[config.mk]
export PLATFORM = sky130hd
export DESIGN_NAME = uart_baud_divisor_select_top
export DESIGN_NICKNAME = d
export VERILOG_FILES = /design/src/rtl/udsel_pkg.sv /design/src/rtl/udsel_front.sv /design/src/rtl/udsel_div.sv /design/src/rtl/udsel_back.sv /design/src/rtl/uart_baud_divisor_select_top.sv
export SDC_FILE = /design/constraint.sdc
export NUM_CORES = 1
export LEC_CHECK = 0
export BUFFER_PORTS_ARGS = -buffer_cell sky130_fd_sc_hd__buf_2
export CORE_MARGIN = 2
export CORE_UTILIZATION = 59
export DETAILED_ROUTE_END_ITERATION = 6
export GPL_ROUTABILITY_DRIVEN = 1
export GPL_TIMING_DRIVEN = 0
export PLACE_DENSITY = 0.78
export SYNTH_ARGS = -nofsm -noshare
export SYNTH_HDL_FRONTEND = slang
export SYNTH_HIERARCHICAL = 1
export SYNTH_SLANG_ARGS = --single-unit
[constraint.sdc]
create_clock -name clk -period 5.18 [get_ports clk]
set_input_delay 0.518 -clock clk [delete_from_list [all_inputs] [get_ports clk]]
set_output_delay 0.518 -clock clk [all_outputs]
set_load 0.01 [all_outputs]
[src/rtl/udsel_pkg.sv]
// Shared types and constants of the UART baud divisor selection block.
// Used by the front, divider, back and top level modules.
package udsel_pkg;

	localparam int unsigned WORD_W = 32;
	localparam int unsigned DIV_W  = 16;
	localparam int unsigned CNT_W  = $clog2(WORD_W);

	localparam logic [WORD_W-1:0] CLOCK_HZ_RESET = 32'd32000000;

	localparam logic [1:0] ST_OK       = 2'd0;
	localparam logic [1:0] ST_TOO_FAST = 2'd1;
	localparam logic [1:0] ST_TOO_SLOW = 2'd2;

	// Window on q/64 that keeps the slow prescale (divisor 10 to 254).
	localparam logic [25:0] SLOW_Q_MIN = 26'd11;
	localparam logic [25:0] SLOW_Q_MAX = 26'd255;
	// Below this q/16 the fast prescale is used.
	localparam logic [27:0] MID_Q_LIMIT = 28'd257;
	// Above this q/16 the divisor does not fit in 16 bits.
	localparam logic [27:0] MID_Q_MAX = 28'd65536;
	// Below this q/4 the fast divisor is 1 or less.
	localparam logic [29:0] FAST_Q_MIN = 30'd3;

	typedef struct packed {
		logic [WORD_W-1:0] baud;
		logic              zero;
	} item_t;

	typedef struct packed {
		logic              start;
		logic [WORD_W-1:0] num;
		logic [WORD_W-1:0] den;
	} div_req_t;

	typedef struct packed {
		logic              done;
		logic [WORD_W-1:0] quo;
	} div_rsp_t;

endpackage

[src/rtl/udsel_front.sv]
// Front end: accepts requested baud rates, flags zero rates and queues them.
// Depends on udsel_pkg for the queued item type.
module udsel_front (
	input  logic                  clk,
	input  logic                  arst_n,
	input  logic                  in_valid,
	output logic                  in_stall,
	input  logic [31:0]           requested_baud,
	input  logic                  pop,
	output logic                  q_valid,
	output udsel_pkg::item_t      q_item
);

	udsel_pkg::item_t mem_q [2];
	logic       wr_ptr_q;
	logic       rd_ptr_q;
	logic [1:0] count_q;
	logic       push;
	logic       do_pop;

	assign in_stall = (count_q == 2'd2);
	assign push     = in_valid && !in_stall;
	assign q_valid  = (count_q != 2'd0);
	assign do_pop   = pop && q_valid;
	assign q_item   = mem_q[rd_ptr_q];

	always_ff @(posedge clk) begin
		if (push) begin
			mem_q[wr_ptr_q].baud <= requested_baud;
			mem_q[wr_ptr_q].zero <= (requested_baud == '0);
		end
	end

	always_ff @(posedge clk or negedge arst_n) begin
		if (!arst_n) begin
			wr_ptr_q <= 1'b0;
			rd_ptr_q <= 1'b0;
			count_q  <= 2'd0;
		end else begin
			if (push) begin
				wr_ptr_q <= !wr_ptr_q;
			end
			if (do_pop) begin
				rd_ptr_q <= !rd_ptr_q;
			end
			if (push && !do_pop) begin
				count_q <= count_q + 2'd1;
			end else if (do_pop && !push) begin
				count_q <= count_q - 2'd1;
			end
		end
	end

endmodule

[src/rtl/udsel_div.sv]
// Radix-2 restoring divider for 32-bit unsigned operands, one bit per cycle.
// Depends on udsel_pkg for the request and response structs.
module udsel_div (
	input  logic                  clk,
	input  logic                  arst_n,
	input  udsel_pkg::div_req_t   req,
	output udsel_pkg::div_rsp_t   rsp
);

	logic                                busy_q;
	logic                                done_q;
	logic [udsel_pkg::CNT_W-1:0]         cnt_q;
	logic [udsel_pkg::WORD_W-1:0]        rem_q;
	logic [udsel_pkg::WORD_W-1:0]        quo_q;
	logic [udsel_pkg::WORD_W-1:0]        den_q;
	logic [udsel_pkg::WORD_W:0]          trial;
	logic [udsel_pkg::WORD_W:0]          diff;
	logic                                ge;

	assign trial = {rem_q, quo_q[udsel_pkg::WORD_W-1]};
	assign ge    = (trial >= {1'b0, den_q});
	assign diff  = trial - {1'b0, den_q};

	assign rsp.done = done_q;
	assign rsp.quo  = quo_q;

	always_ff @(posedge clk) begin
		if (req.start) begin
			rem_q <= '0;
			quo_q <= req.num;
			den_q <= req.den;
		end else if (busy_q) begin
			rem_q <= ge ? diff[udsel_pkg::WORD_W-1:0] : trial[udsel_pkg::WORD_W-1:0];
			quo_q <= {quo_q[udsel_pkg::WORD_W-2:0], ge};
		end
	end

	always_ff @(posedge clk or negedge arst_n) begin
		if (!arst_n) begin
			busy_q <= 1'b0;
			done_q <= 1'b0;
			cnt_q  <= '0;
		end else begin
			done_q <= 1'b0;
			if (req.start) begin
				busy_q <= 1'b1;
				cnt_q  <= '0;
			end else if (busy_q) begin
				cnt_q <= cnt_q + 1'b1;
				if (cnt_q == '1) begin
					busy_q <= 1'b0;
					done_q <= 1'b1;
				end
			end
		end
	end

endmodule

[src/rtl/udsel_back.sv]
// Back end: sequences the two divisions, picks the prescale and holds the result.
// Depends on udsel_pkg; drives the shared divider through its request struct.
module udsel_back (
	input  logic                  clk,
	input  logic                  arst_n,
	input  logic [31:0]           clock_hz,
	input  logic                  q_valid,
	input  udsel_pkg::item_t      q_item,
	output logic                  pop,
	output udsel_pkg::div_req_t   div_req,
	input  udsel_pkg::div_rsp_t   div_rsp,
	output logic                  out_valid,
	input  logic                  out_stall,
	output logic [15:0]           divisor,
	output logic                  wide_mode,
	output logic                  high_speed,
	output logic [31:0]           actual_baud,
	output logic [1:0]            status
);

	typedef enum logic [2:0] {
		S_IDLE,
		S_QUOT,
		S_SEL,
		S_ACT,
		S_EMIT
	} state_t;

	state_t              state_q;
	udsel_pkg::div_req_t req_q;
	logic [31:0]         quot_q;
	logic [15:0]         res_div_q;
	logic                res_wide_q;
	logic                res_hs_q;
	logic [31:0]         res_act_q;
	logic [1:0]          res_st_q;
	logic                out_valid_q;
	logic [15:0]         out_div_q;
	logic                out_wide_q;
	logic                out_hs_q;
	logic [31:0]         out_act_q;
	logic [1:0]          out_st_q;

	logic [25:0] q6;
	logic [27:0] q4;
	logic [29:0] q2;
	logic        slow_ok;
	logic        use_fast;
	logic        sel_err;
	logic [1:0]  sel_st;
	logic [15:0] sel_div;
	logic [31:0] sel_den;
	logic        out_free;
	logic        start_div;
	logic        do_emit;

	assign q6 = quot_q[31:6];
	assign q4 = quot_q[31:4];
	assign q2 = quot_q[31:2];

	always_comb begin
		slow_ok  = (q6 >= udsel_pkg::SLOW_Q_MIN) && (q6 <= udsel_pkg::SLOW_Q_MAX);
		use_fast = !slow_ok && (q4 < udsel_pkg::MID_Q_LIMIT);
		sel_err  = 1'b0;
		sel_st   = udsel_pkg::ST_OK;
		if (slow_ok) begin
			sel_div = 16'(q6 - 26'd1);
			sel_den = {q6, 6'b0};
		end else if (use_fast) begin
			sel_div = 16'(q2 - 30'd1);
			sel_den = {q2, 2'b0};
			if (q2 < udsel_pkg::FAST_Q_MIN) begin
				sel_err = 1'b1;
				sel_st  = udsel_pkg::ST_TOO_FAST;
			end
		end else begin
			sel_div = 16'(q4 - 28'd1);
			sel_den = {q4, 4'b0};
			if (q4 > udsel_pkg::MID_Q_MAX) begin
				sel_err = 1'b1;
				sel_st  = udsel_pkg::ST_TOO_SLOW;
			end
		end
	end

	assign pop       = (state_q == S_IDLE) && q_valid;
	assign out_free  = !out_valid_q || !out_stall;
	assign div_req   = req_q;
	assign start_div = ((state_q == S_IDLE) && q_valid && !q_item.zero)
		|| ((state_q == S_SEL) && !sel_err);
	assign do_emit   = (state_q == S_EMIT) && out_free;

	assign out_valid   = out_valid_q;
	assign divisor     = out_div_q;
	assign wide_mode   = out_wide_q;
	assign high_speed  = out_hs_q;
	assign actual_baud = out_act_q;
	assign status      = out_st_q;

	always_ff @(posedge clk or negedge arst_n) begin
		if (!arst_n) begin
			state_q     <= S_IDLE;
			req_q       <= '0;
			quot_q      <= '0;
			res_div_q   <= '0;
			res_wide_q  <= 1'b0;
			res_hs_q    <= 1'b0;
			res_act_q   <= '0;
			res_st_q    <= udsel_pkg::ST_OK;
			out_valid_q <= 1'b0;
			out_div_q   <= '0;
			out_wide_q  <= 1'b0;
			out_hs_q    <= 1'b0;
			out_act_q   <= '0;
			out_st_q    <= udsel_pkg::ST_OK;
		end else begin
			req_q.start <= start_div;
			if (do_emit) begin
				out_valid_q <= 1'b1;
			end else if (out_valid_q && !out_stall) begin
				out_valid_q <= 1'b0;
			end
			unique case (state_q)
				S_IDLE: begin
					if (q_valid) begin
						if (q_item.zero) begin
							res_div_q  <= '0;
							res_wide_q <= 1'b0;
							res_hs_q   <= 1'b0;
							res_act_q  <= '0;
							res_st_q   <= udsel_pkg::ST_TOO_FAST;
							state_q    <= S_EMIT;
						end else begin
							req_q.num   <= clock_hz;
							req_q.den   <= q_item.baud;
							state_q     <= S_QUOT;
						end
					end
				end
				S_QUOT: begin
					if (div_rsp.done) begin
						quot_q  <= div_rsp.quo;
						state_q <= S_SEL;
					end
				end
				S_SEL: begin
					if (sel_err) begin
						res_div_q  <= '0;
						res_wide_q <= 1'b0;
						res_hs_q   <= 1'b0;
						res_act_q  <= '0;
						res_st_q   <= sel_st;
						state_q    <= S_EMIT;
					end else begin
						res_div_q   <= sel_div;
						res_wide_q  <= !slow_ok;
						res_hs_q    <= use_fast;
						res_st_q    <= udsel_pkg::ST_OK;
						req_q.num   <= clock_hz;
						req_q.den   <= sel_den;
						state_q     <= S_ACT;
					end
				end
				S_ACT: begin
					if (div_rsp.done) begin
						res_act_q <= div_rsp.quo;
						state_q   <= S_EMIT;
					end
				end
				S_EMIT: begin
					if (out_free) begin
						out_div_q   <= res_div_q;
						out_wide_q  <= res_wide_q;
						out_hs_q    <= res_hs_q;
						out_act_q   <= res_act_q;
						out_st_q    <= res_st_q;
						state_q     <= S_IDLE;
					end
				end
				default: begin
					state_q <= S_IDLE;
				end
			endcase
		end
	end

endmodule

[src/rtl/uart_baud_divisor_select_top.sv]
// Top level of the UART baud divisor selection block.
// Depends on udsel_pkg, udsel_front, udsel_div and udsel_back.
//
// The input channel (in_valid, in_stall, requested_baud) carries one requested
// baud rate per transfer. The output channel (out_valid, out_stall) returns one
// result per request, in order: divisor, wide_mode, high_speed, actual_baud and
// status. The clock_hz register is to be loaded through cfg_valid and cfg_data
// only while the block is idle; the user is bound to this and the block itself
// does not enforce it. cfg_ready is always high. A request waits in a two-entry
// queue, then takes two passes through the shared radix-2 divider: one for
// clock_hz / requested_baud, one for the actual baud. The back end finishes one
// request before it takes the next. A zero baud skips both passes; a selection
// error skips the second pass.
// Up to two requests are taken while earlier work is in progress.
// When the receiver stalls, the result is held in the output register, the back
// end finishes the next result and then waits, and in_stall rises once the
// queue is full. Reset empties the queue, drops any result and sets clock_hz
// to 32000000.
module uart_baud_divisor_select_top (
	input  logic        clk,
	input  logic        arst_n,
	input  logic        cfg_valid,
	output logic        cfg_ready,
	input  logic [31:0] cfg_data,
	input  logic        in_valid,
	output logic        in_stall,
	input  logic [31:0] requested_baud,
	output logic        out_valid,
	input  logic        out_stall,
	output logic [15:0] divisor,
	output logic        wide_mode,
	output logic        high_speed,
	output logic [31:0] actual_baud,
	output logic [1:0]  status
);

	logic [31:0]         clock_hz_q;
	logic                q_valid;
	logic                pop;
	udsel_pkg::item_t    q_item;
	udsel_pkg::div_req_t div_req;
	udsel_pkg::div_rsp_t div_rsp;

	assign cfg_ready = 1'b1;

	always_ff @(posedge clk or negedge arst_n) begin
		if (!arst_n) begin
			clock_hz_q <= udsel_pkg::CLOCK_HZ_RESET;
		end else if (cfg_valid && cfg_ready) begin
			clock_hz_q <= cfg_data;
		end
	end

	udsel_front u_front (
		.clk            (clk),
		.arst_n         (arst_n),
		.in_valid       (in_valid),
		.in_stall       (in_stall),
		.requested_baud (requested_baud),
		.pop            (pop),
		.q_valid        (q_valid),
		.q_item         (q_item)
	);

	udsel_div u_div (
		.clk    (clk),
		.arst_n (arst_n),
		.req    (div_req),
		.rsp    (div_rsp)
	);

	udsel_back u_back (
		.clk         (clk),
		.arst_n      (arst_n),
		.clock_hz    (clock_hz_q),
		.q_valid     (q_valid),
		.q_item      (q_item),
		.pop         (pop),
		.div_req     (div_req),
		.div_rsp     (div_rsp),
		.out_valid   (out_valid),
		.out_stall   (out_stall),
		.divisor     (divisor),
		.wide_mode   (wide_mode),
		.high_speed  (high_speed),
		.actual_baud (actual_baud),
		.status      (status)
	);

endmodule

## Word level (Yosys, flattened, before mapping)

Memory sizes are Yosys's and may differ from the RTL's.
Index checks and enable logic that the tools add are counted.

| word-level totals | value |
|---|---|
| bits in read-only memories | 0 |
| output and inout port bits | 55 |
| latch bits | 0 |
| register bits after elaboration | 344 |
| input port bits | 69 |
| logic and storage cells | 150 |
| RAM bits | 66 |
| memories kept | 1 |

| cells by class | value |
|---|---|
| reductions and logical operators | 37 |
| div/mod/pow operators | 0 |
| muxes and demuxes | 59 |
| multipliers | 0 |
| equal/unequal tests | 14 |
| bitwise gates (word level) | 0 |
| shift-type cells | 0 |
| add/subtract/negate cells | 7 |
| $lt $le $gt $ge | 6 |

Memories:

| memory | depth | bits a word | rd ports | clocked after Yosys merged registers in | wr ports | RTL line | source |
|---|---|---|---|---|---|---|---|
| u_front.mem_q | 2 | 33 | 1 | 0 | 1 | udsel_front.sv:14 | `udsel_pkg::item_t mem_q [2];` |

Operator list:

| operator | number |
|---|---|
| 32-bit 2-to-1 mux | 7 |
| 64-bit 2-to-1 mux | 3 |
| 64-bit case mux with 2 select lines | 1 |
| 32-bit case mux with 3 select lines | 1 |
| 16-bit 2-to-1 mux | 5 |
| 16-bit by 1-bit subtractor with 16-bit output (second input constant) | 3 |
| 33-bit by 32-bit greater-or-equal comparator with 1-bit output | 1 |
| 32-bit zero test | 1 |
| 16-bit case mux with 2 select lines | 1 |
| 32-bit subtractor | 1 |
| 30-bit by 2-bit < comparator with 1-bit output (second input constant) | 1 |
| 28-bit by 17-bit > comparator with 1-bit output (second input constant) | 1 |
| 28-bit by 9-bit < comparator with 1-bit output (second input constant) | 1 |
| 26-bit by 4-bit greater-or-equal comparator with 1-bit output (second input constant) | 1 |
| 26-bit by 8-bit less-or-equal comparator with 1-bit output (second input constant) | 1 |
| 1-bit 2-to-1 mux | 19 |
| 3-bit 2-to-1 mux | 6 |
| 2-bit 2-to-1 mux | 8 |
| 3-bit case mux with 5 select lines | 1 |
| 2-bit by 1-bit inequality test with 1-bit output (second input constant) | 6 |
| 1-bit logical AND | 11 |
| 1-bit zero test | 10 |
| 5-bit 2-to-1 mux | 2 |
| 2-bit nonzero test | 5 |
| other kinds (20) | 26 |

## Depth between registers and ports, before layout

Gate-level depths: netlist of the first run.

| logic depth | value |
|---|---|
| word-level depth | 9 |
| depth in mapped cells | 13 |
| depth with buffers taken out | 11 |

## Modules after synthesis

The synthesis of the first run kept the hierarchy.

Modules (own cells, without submodules):

| module | cells an instance | area each (um^2) | instances | sequential area each (um^2) |
|---|---|---|---|---|
| udsel_back | 737 | 8,724.6 | 1 | 5,079.9 |
| udsel_div | 603 | 6,070.8 | 1 | 2,737.6 |
| udsel_front | 133 | 2,800.2 | 1 | 2,082.0 |
| uart_baud_divisor_select_top | 70 | 1,365.1 | 1 | 809.5 |

## Worst setup path before layout of the first run

No wires, ideal clock.

| timing path | value |
|---|---|
| kind | register to register |
| start point | register u_back.quot_q[19] |
| end point | register u_back.res_div_q[14] |
| cell stages (with the launch flop) | 11 |
| required time | 5.054 ns |
| library setup time | 0.126 ns |
| clock period less this slack | 2.912 ns |
| slack | 2.268 ns |
| arrival time | 2.786 ns |
| buffers on the path | 2 |
| cell sequence | dfrtp_1 or4_1 nor4_1 and2_0 buf_4 mux2i_1 ha_1 buf_6 nand2_4 o311a_1 a221o_1 |

| on the way | value |
|---|---|
| cells in the longest elaborated chain, start to end | 8 |
| elaborated cells between the ends (all ways) | 17 |
| classes of those cells | add/sub (1); order compare (5); mux (8); reduce/logical (3) |

Ends and longest elaborated chain:

| what | RTL line | source |
|---|---|---|
| start, declared | udsel_back.sv:31 | `logic [31:0] quot_q;` |
| start signal, assigned | udsel_back.sv:142 | `quot_q <= div_rsp.quo;` |
| 26-bit by 4-bit greater-or-equal comparator with 1-bit output / 26-bit by 8-bit less-or-equal comparator with 1-bit output (equally long branches) | udsel_back.sv:62 | `slow_ok = (q6 >= udsel_pkg::SLOW_Q_MIN) && (q6 <= udsel_pkg::SLOW_Q_MAX);` |
| 1-bit logical AND | udsel_back.sv:62 |  |
| 1-bit zero test | udsel_back.sv:63 | `use_fast = !slow_ok && (q4 < udsel_pkg::MID_Q_LIMIT);` |
| 1-bit logical AND | udsel_back.sv:63 |  |
| 16-bit 2-to-1 mux / 1-bit 2-to-1 mux (equally long branches) | udsel_back.sv:69 | `end else if (use_fast) begin` |
| 16-bit 2-to-1 mux / 1-bit 2-to-1 mux (equally long branches) | udsel_back.sv:66 | `if (slow_ok) begin` |
| 16-bit 2-to-1 mux (*) | udsel_back.sv:147 | `if (sel_err) begin` |
| 16-bit case mux with 2 select lines (*) | udsel_back.sv:123 | `unique case (state_q)` |
| end signal, assigned | udsel_back.sv:155 | `res_div_q <= sel_div;` |
| end, declared | udsel_back.sv:32 | `logic [15:0] res_div_q;` |

Every way passes the cells marked *; elsewhere a longest branch is shown, timed or not.
A chain may end at the register's enable or synchronous reset.

## Worst setup path in the final report of the first run

| timing path | value |
|---|---|
| start point | register u_back.quot_q[19] |
| end point | register u_back.res_div_q[13] |

The elaborated chain is that of the path after synthesis.

==> results of run 1 <==
-- worst reg2reg max path: stages (launching register included) --
cell and delay (ps):
dfrtp_1 510, or4_1 600, nor4_1 370, and2_0 310, buf_4 250, mux2i_1 540, nand2_1 270, o311a_1 340
a221o_1 290
-- area by class of cell --
class / instances / area, um2
repair buffers: 126 / 720.7
multi-input cells: 992 / 7490
well taps: 402 / 503.0
plain buffers: 90 / 571.8
flip-flops and latches: 408 / 10710
clock buffers: 63 / 1274
fillers: 2251 / 9985
clock inverters: 15 / 178.9
diodes: 2 / 5.005
inverters: 53 / 198.9
-- through the flow --
stage	instance area, um2	power, mW	cells	setup TNS (ps)
2_1_floorplan	18960	8.696	1543	0
3_3_place_gp	20070	9.950	2066	-150930
3_5_place_dp	20160	10.11	2069	0
4_1_cts	21630	13.28	2148	0
5_1_grt	21650	14.03	2149	0
6_report	21650	13.29	2151	0
-- sequential cells by signal (all words and copies together), names as in the netlist, 2 cells and up --
| signal | cells |
|---|---|
| u_back/status | 2 |
| u_back/divisor | 16 |
| clock_hz_q | 32 |
| u_div/cnt_q | 5 |
| u_back/div_req | 65 |
| u_div/quo_q | 32 |
| u_front/mem_q | 66 |
| u_div/den_q | 32 |
| u_back/actual_baud | 32 |
| u_back/state_q | 3 |
| u_back/res_div_q | 16 |
| u_back/res_act_q | 32 |
| u_back/res_st_q | 2 |
| u_back/quot_q | 30 |
| u_front/count_q | 2 |
| u_div/rem_q | 32 |
-- final timing paths --
kind                                                start                               end  slack [ps]  depth (start not counted)
setup reg to reg            u_back/quot_q[19]$_DFFE_PN0P_  u_back/res_div_q[13]$_DFFE_PN0P_        1600                          8
min in group asynchronous                          arst_n  u_back/res_act_q[27]$_DFFE_PN0P_         380                          2
setup / recovery            u_back/quot_q[19]$_DFFE_PN0P_  u_back/res_div_q[13]$_DFFE_PN0P_        1600                          8
hold reg to reg            u_back/div_req[23]$_DFFE_PN0P_         u_div/den_q[23]$_DFFE_PP_         450                          0
hold / removal                          requested_baud[3]     u_front/mem_q[0][4]$_DFFE_PP_         180                          1
max in group asynchronous                          arst_n    u_back/divisor[14]$_DFFE_PN0P_        3480                          4
-- logic make-up (layout without fill, tap and decap cells) --
kind of cell | count (synthesis) | in the layout | synth area share
other | 1 | 3 | 0.0001978
adder cells (fa/ha/maj) | 37 | 37 | 0.02481
buffers and inverters | 143 | 347 | 0.04065
flip-flops | 408 | 408 | 0.5648
AO/OA/AOI/OAI | 271 | 271 | 0.09898
multiplexers | 244 | 244 | 0.1543
AND/OR/NAND/NOR | 398 | 398 | 0.09734
XOR/XNOR | 41 | 41 | 0.01894
-- placed cells by master, fill, tap and decap left out, types with 6 or more instances in the layout --
cell and instances:
dfrtp_1 238, nand2_1 205, mux2_2 150, buf_2 133, edfxtp_1 130, o21ai_0 82
nor2_1 67, mux2_4 59, clkbuf_1 59, inv_1 52, clkbuf_16 45, a21oi_1 37
ha_1 36, mux2i_1 35, dfxtp_1 32, xnor2_1 26, nand3_1 25, a311oi_1 24
o21ai_1 16, xor2_1 15, buf_6 13, nor4_1 13, a21o_1 13, nor3_1 12
o211ai_1 11, o21ai_2 11, nand4_1 10, a31oi_1 9, buf_12 8, clkbuf_8 8
and3_1 8, or3_1 8, dfstp_2 7, o21a_1 7, a22o_1 7, buf_4 6
nand2b_1 6, and2_1 6
-- power groups by stage --
stage	combinational (mW)	clock [mW]	sequential [mW]
after global routing	5.73	3.29	5.02
after detailed placement	5.14	0	4.97
after floorplan	3.98	0	4.72
after CTS	5.20	3.15	4.92
final	5.25	3.11	4.93
after global placement	5.01	0	4.94
-- routing by layer --
metal,up-vias,track usage
li1,5919,-
met1,6483,0.3825
met2,401,0.4706
met3,91,0.03574
met4,0,0.08320
met5,-,0
==> impl_metrics.tcl, run 1 <==
set metrics [dict create \
    status "completed" \
    postCtsHoldBufs 1 \
    clkPwrFrac 0.234 \
    antenna_found_initial 3 \
    insertion_delay_ps 540 \
    maxCapViolations 0 \
    grt_overflow 0 \
    die_w_um 183.3 \
    utilization 0.6844 \
    antenna_left 0 \
    async_flop_share 0.6029 \
    slowest_delay_ps 590 \
    intPower_mw 8.487 \
    ys.warnings.count 6 \
    grt_max_degree 120 \
    cts_made_buffers 42 \
    post_cts_resized 0 \
    synth_seq_cells 408 \
    rows 65 \
    syn_to_final_growth_pct 14.19 \
    synthesis.nets 1649 \
    htree_levels 2 \
    fin_ws_ps 1595 \
    slew_headroom 0.3597 \
    drtIter0Drc 1142 \
    finalClockSkew_ps 16.55 \
    seq_power_share 0.371 \
    grt_pass1_vias 13090 \
    start_util 0.5993 \
    powerDensity_nw_per_um2 613.7 \
    setup_viol 0 \
    fmax_mhz 279.0 \
    wl_per_cell_um 21.43 \
    synth_most_common_cell "dfrtp_1" \
    synth.distinct_cells 92 \
    worstPathMaxFanout 10 \
    rsz0062_at_grt "false" \
    critPathLaunchType "flip-flop" \
    syn-instance-count 1543 \
    met1_length_mm 20.02 \
    wl_mm 46.09 \
    top_layer "met4" \
    p_leak_nw 9.880 \
    crit_slowest_cell "or4_1" \
    clk_pin_slew_worst_paths_ps 60 \
    wl_met2_mm 22.57 \
    crit_buf_inv 1 \
    ios 124 \
    syn_area_per_cell_um2 12.29 \
    post-dp-hpwl_mm 33.00 \
    drv_slew 0 \
    grt_usage 0.2792 \
    met3_length_mm 2.269 \
    drt_first_pass_iters 6 \
    via_per_inst 5.994 \
    cts_tree "built" \
    core_um2 31640 \
    ctsLongestPathBuffers 3 \
    synth.top_cells.by_area "dfrtp_1 32%, edfxtp_1 21%, mux2_2 8.9%" \
    die_y_um 183.3 \
    min_path_type "in -> reg" \
    hold_ws_ps 184.1 \
    pwr-share-comb 0.395 \
    cp_top_family "simple AND/OR/NAND/NOR gates" \
    crit_required_ps 5600 \
    crit_type "reg -> reg" \
    synth_top_cells_by_count "239 x dfrtp_1, 205 x nand2_1, 150 x mux2_2" \
    ys_seq_area_frac 0.5648 \
    period_needed_ps 3585 \
    synth_top_area_cell "dfrtp_1" \
    cts_setup_buffers 0 \
    place_ws_ps 1670 \
    sw_frac_of_total 0.3613 \
    tightest_slew_ps 960.5 \
    cts_sinks 408 \
    synth_top_area_frac 0.3154 \
    place_congestion 0.9937 \
    cts_root_buf "clkbuf_16" \
    cp.arrival_ps 4000 \
    vias 12894 \
    p_switching_mw 4.801 \
    drc_errors 0 \
    io_buffers 121 \
    ys.flop_type "dfrtp_1" \
    layout-drive-gt1-share 0.2759 \
    path_cells "or4_1 -> nor4_1 -> and2_0 -> buf_4 -> mux2i_1 -> nand2_1 -> o311a_1 -> a221o_1" \
    period_share 0.6920 \
    synth_area_um2 18960 \
    ir_drop_mv 0.3103 \
    hold_viol_final 0 \
    worstSetupEndpointType "flip-flop" \
    grt_pass1_wl_mm 72.62 \
    finalNetCount 1819 \
    synth_edf_count 130 \
    die_area_um2 33590 \
]
No activity file was read; power rests on OpenSTA's default activity.
==> inputs of run 2 (changes only) <==
--- a/config.mk
+++ b/config.mk
@@ -5,6 +5,7 @@
 export SDC_FILE = /design/constraint.sdc
 export NUM_CORES = 1
 export LEC_CHECK = 0
+export ABC_AREA = 1
 export BUFFER_PORTS_ARGS = -buffer_cell sky130_fd_sc_hd__buf_2
 export CORE_MARGIN = 2
 export CORE_UTILIZATION = 59
==> constraint.sdc (replaced) <==
create_clock -name clk -period 3.75 [get_ports clk]
set_input_delay 0.375 -clock clk [delete_from_list [all_inputs] [get_ports clk]]
set_output_delay 0.375 -clock clk [all_outputs]
set_load 0.01 [all_outputs]
==> impl_metrics.tcl, run 2 <==
set metrics [dict create \
    largest_register_ffs 66 \
    antenna_found_initial 0 \
    grt.busiest_layer "met2" \
    reg2regPathDepth 15 \
    drtIter0Drc 1370 \
    synth_compound_area_frac 0.04854 \
    rsz0062_at_grt "false" \
    die_area_um2 34900 \
    p_switching_mw 9.579 \
    pwr-share-comb 0.484 \
    synth_mux_area_frac 0.03027 \
    die_y_um 186.8 \
    drv_slew 0 \
    syn_area_per_cell_um2 8.592 \
    io_buffers 121 \
    min_delay_path_depth 3 \
    stdcell_area_um2 22350 \
    cp.arrival_ps 3270 \
    cts_root_buf "clkbuf_16" \
    ys_seq_area_frac 0.5431 \
    crit_type "reg -> reg" \
    synth_adder_area_share 0.02386 \
    insertion_delay_ps 550 \
    wl_mm 50.47 \
    layout-drive-gt1-share 0.1601 \
    ctsLongestPathBuffers 3 \
    maxCapViolations 0 \
    worstPathMaxFanout 6 \
    synth_edf_count 130 \
    mostFrequentLayoutCell "nand2_1" \
    sw_frac_of_total 0.4398 \
    antenna_left 0 \
    crit_path_start "u_back/quot_q[18]$_DFFE_PN0P_" \
    synth_top_area_cell "dfrtp_1" \
    hold_ws_ps 18.74 \
    final-seq-area_um2 10710 \
    ff2ff_setup_slack_ps 910 \
    ir_drop_mv 0.5181 \
    grt_pass1_wl_mm 81.39 \
    grt_overflow 0 \
    r2r-end "u_back/res_div_q[14]$_DFFE_PN0P_" \
    grt_pass1_vias 15404 \
    period_share 0.7570 \
    period_needed_ps 2839 \
    finalNetCount 2571 \
    p_leak_nw 11.42 \
    cts_setup_buffers 0 \
    fin_cells 2942 \
    async_flop_share 0.6029 \
    syn_to_final_growth_pct 13.33 \
    fin_total_pwr_mw 21.78 \
    synth.top_cells.by_area "dfrtp_1 30%, edfxtp_1 20%, nand2_1 17%" \
    start_util 0.6030 \
    setup_viol 0 \
    hp-start "cfg_data[14]" \
    place_inst 2862 \
    regToRegStartpoint "u_back/quot_q[18]$_DFFE_PN0P_" \
    drt_first_pass_iters 5 \
    fillers 2629 \
    min_path_type "in -> reg" \
    ys.warnings.count 6 \
    synth_xor_area_frac 0.007995 \
    drc_errors 0 \
    fmax_mhz 352.3 \
    use_met1 0.4049 \
    top_register "u_front/mem_q" \
    cts_made_buffers 42 \
    hold_viol_final 0 \
    critPathLaunchType "flip-flop" \
    utilization 0.6834 \
    powerDensity_nw_per_um2 974.6 \
    vias 15851 \
    ys.flop_type "dfrtp_1" \
    clkPwrFrac 0.184 \
    clk_pin_slew_worst_paths_ps 60 \
    ios 124 \
    synth_top_area_frac 0.3033 \
    synth_top_family_by_area "simple AND/OR/NAND/NOR gates" \
    status "completed" \
    synth_seq_cells 408 \
    via_per_inst 5.388 \
    cts_tree "built" \
    wl_per_cell_um 17.16 \
    grt_use_met3 0.04296 \
    crit_path_end "u_back/res_div_q[14]$_DFFE_PN0P_" \
    slew_headroom 0.3523 \
    core_um2 32700 \
    die_w_um 186.8 \
    seq_power_share 0.332 \
    synth_top_cells_by_count "912 x nand2_1, 239 x dfrtp_1, 219 x inv_1" \
    tightest_slew_ps 968.7 \
    yosys.area_share.simple 0.2740 \
    synth.distinct_cells 51 \
    multi_input_area_um2 7604 \
    finalClockSkew_ps 18.70 \
    htree_levels 2 \
    grt_usage 0.2928 \
    final_cell_mix "912 x nand2_1, 238 x dfrtp_1, 219 x inv_1" \
    intPower_mw 12.20 \
    worstSetupEndpointType "flip-flop" \
    post-dp-hpwl_mm 37.47 \
    synthesis.nets 2401 \
    grt_max_degree 88 \
    syn-instance-count 2295 \
    crit_required_ps 4180 \
    use_met2 0.4744 \
    cts_sinks 408 \
    place_congestion 0.9240 \
    synth_most_common_cell "nand2_1" \
    rows 66 \
    synth_area_um2 19720 \
    place_area_um2 21000 \
]
run 2: changes by cell type in the layout (fill, tap and decap cells not counted), sizes merged, moves of 13 or more:
cell    delta
o21ai     -19
a31oi     +19
inv      +187
nand3     +80
mux2     -156
clkbuf    -19
a311oi    -26
nor2     +109
mux2i     -35
nand2    +741
nand3b    +17
a21o      -13
run 2: cell families (layout without fill, tap and decap cells):
kind of cell    count (synthesis)  after routing
xor+xnor                       18             18
mux                            53             53
other cells                     1              2
buf+inv                       322            526
compound gates                176            176
flops                         408            408
simple gates                 1280           1280
fa+ha+maj                      37             37
run 2: power groups by stage:
stage	sequential, mW	clock (mW)	combinational [mW]
4_1_cts	7.21	4.06	10.4
2_1_floorplan	7.07	0	7.61
5_1_grt	7.39	4.26	11.8
3_5_place_dp	7.27	0	10.3
3_3_place_gp	7.22	0	9.96
6_report	7.23	4.02	10.5
run 2: routing by layer:
layer / routed length [um] / share of wire
met4: 1753 / 0.035
met1: 22140 / 0.44
met2: 23350 / 0.46
met5: 0 / 0
met3: 3231 / 0.064
run 2: cell type report:
class / count / share of cell area
Sequential cell: 408 / 0.4793
Multi-Input combinational cell: 1565 / 0.3402
Clock buffer: 60 / 0.05324
Inverter: 241 / 0.04093
Timing Repair Buffer: 126 / 0.03225
Tap cell: 442 / 0.02475
Buffer: 81 / 0.02273
Clock inverter: 18 / 0.006495
Antenna cell: 1 / 0.0001120
run 2: worst max-delay path: stages (launching register included):
cell,delay (ps)
dfrtp_1,480
nor2_2,200
nand2_2,120
nor2_4,180
nand4_4,160
nand2_1,200
nor2_1,70
nor2_2,260
ha_1,270
nand3_2,100
nor2_4,150
inv_2,60
nor2_4,160
nand4_1,100
nand2_1,130
nand2_1,60
run 2: worst min-delay path by stage:
stage,endpoint,slack (ps)
finish,clock_hz_q[14]$_DFFE_PN1P_,20
global route,clock_hz_q[17]$_DFFE_PN0P_,20
CTS,clock_hz_q[14]$_DFFE_PN1P_,9
detailed placement,u_front/count_q[0]$_DFFE_PN0P_,370
global placement,u_div/den_q[18]$_DFFE_PP_,430
floorplan,clock_hz_q[0]$_DFFE_PN0P_,80
run 2: what timing repair did:
item                       in CTS  in global routing
hold buffers                    1                  0
setup endpoints to repair       0                  0
gates resized for setup         0                  0
hold endpoints to repair       67                  0
run 2: per-stage QoR:
| step | setup WS [ps] | TNS (ps) |
|---|---|---|
| after floorplan | 785.6 | 0 |
| after global placement | -1924 | -475580 |
| after detailed placement | 802.3 | 0 |
| after CTS | 757.9 | 0 |
| after global routing | 753.6 | 0 |
| final | 911.1 | 0 |
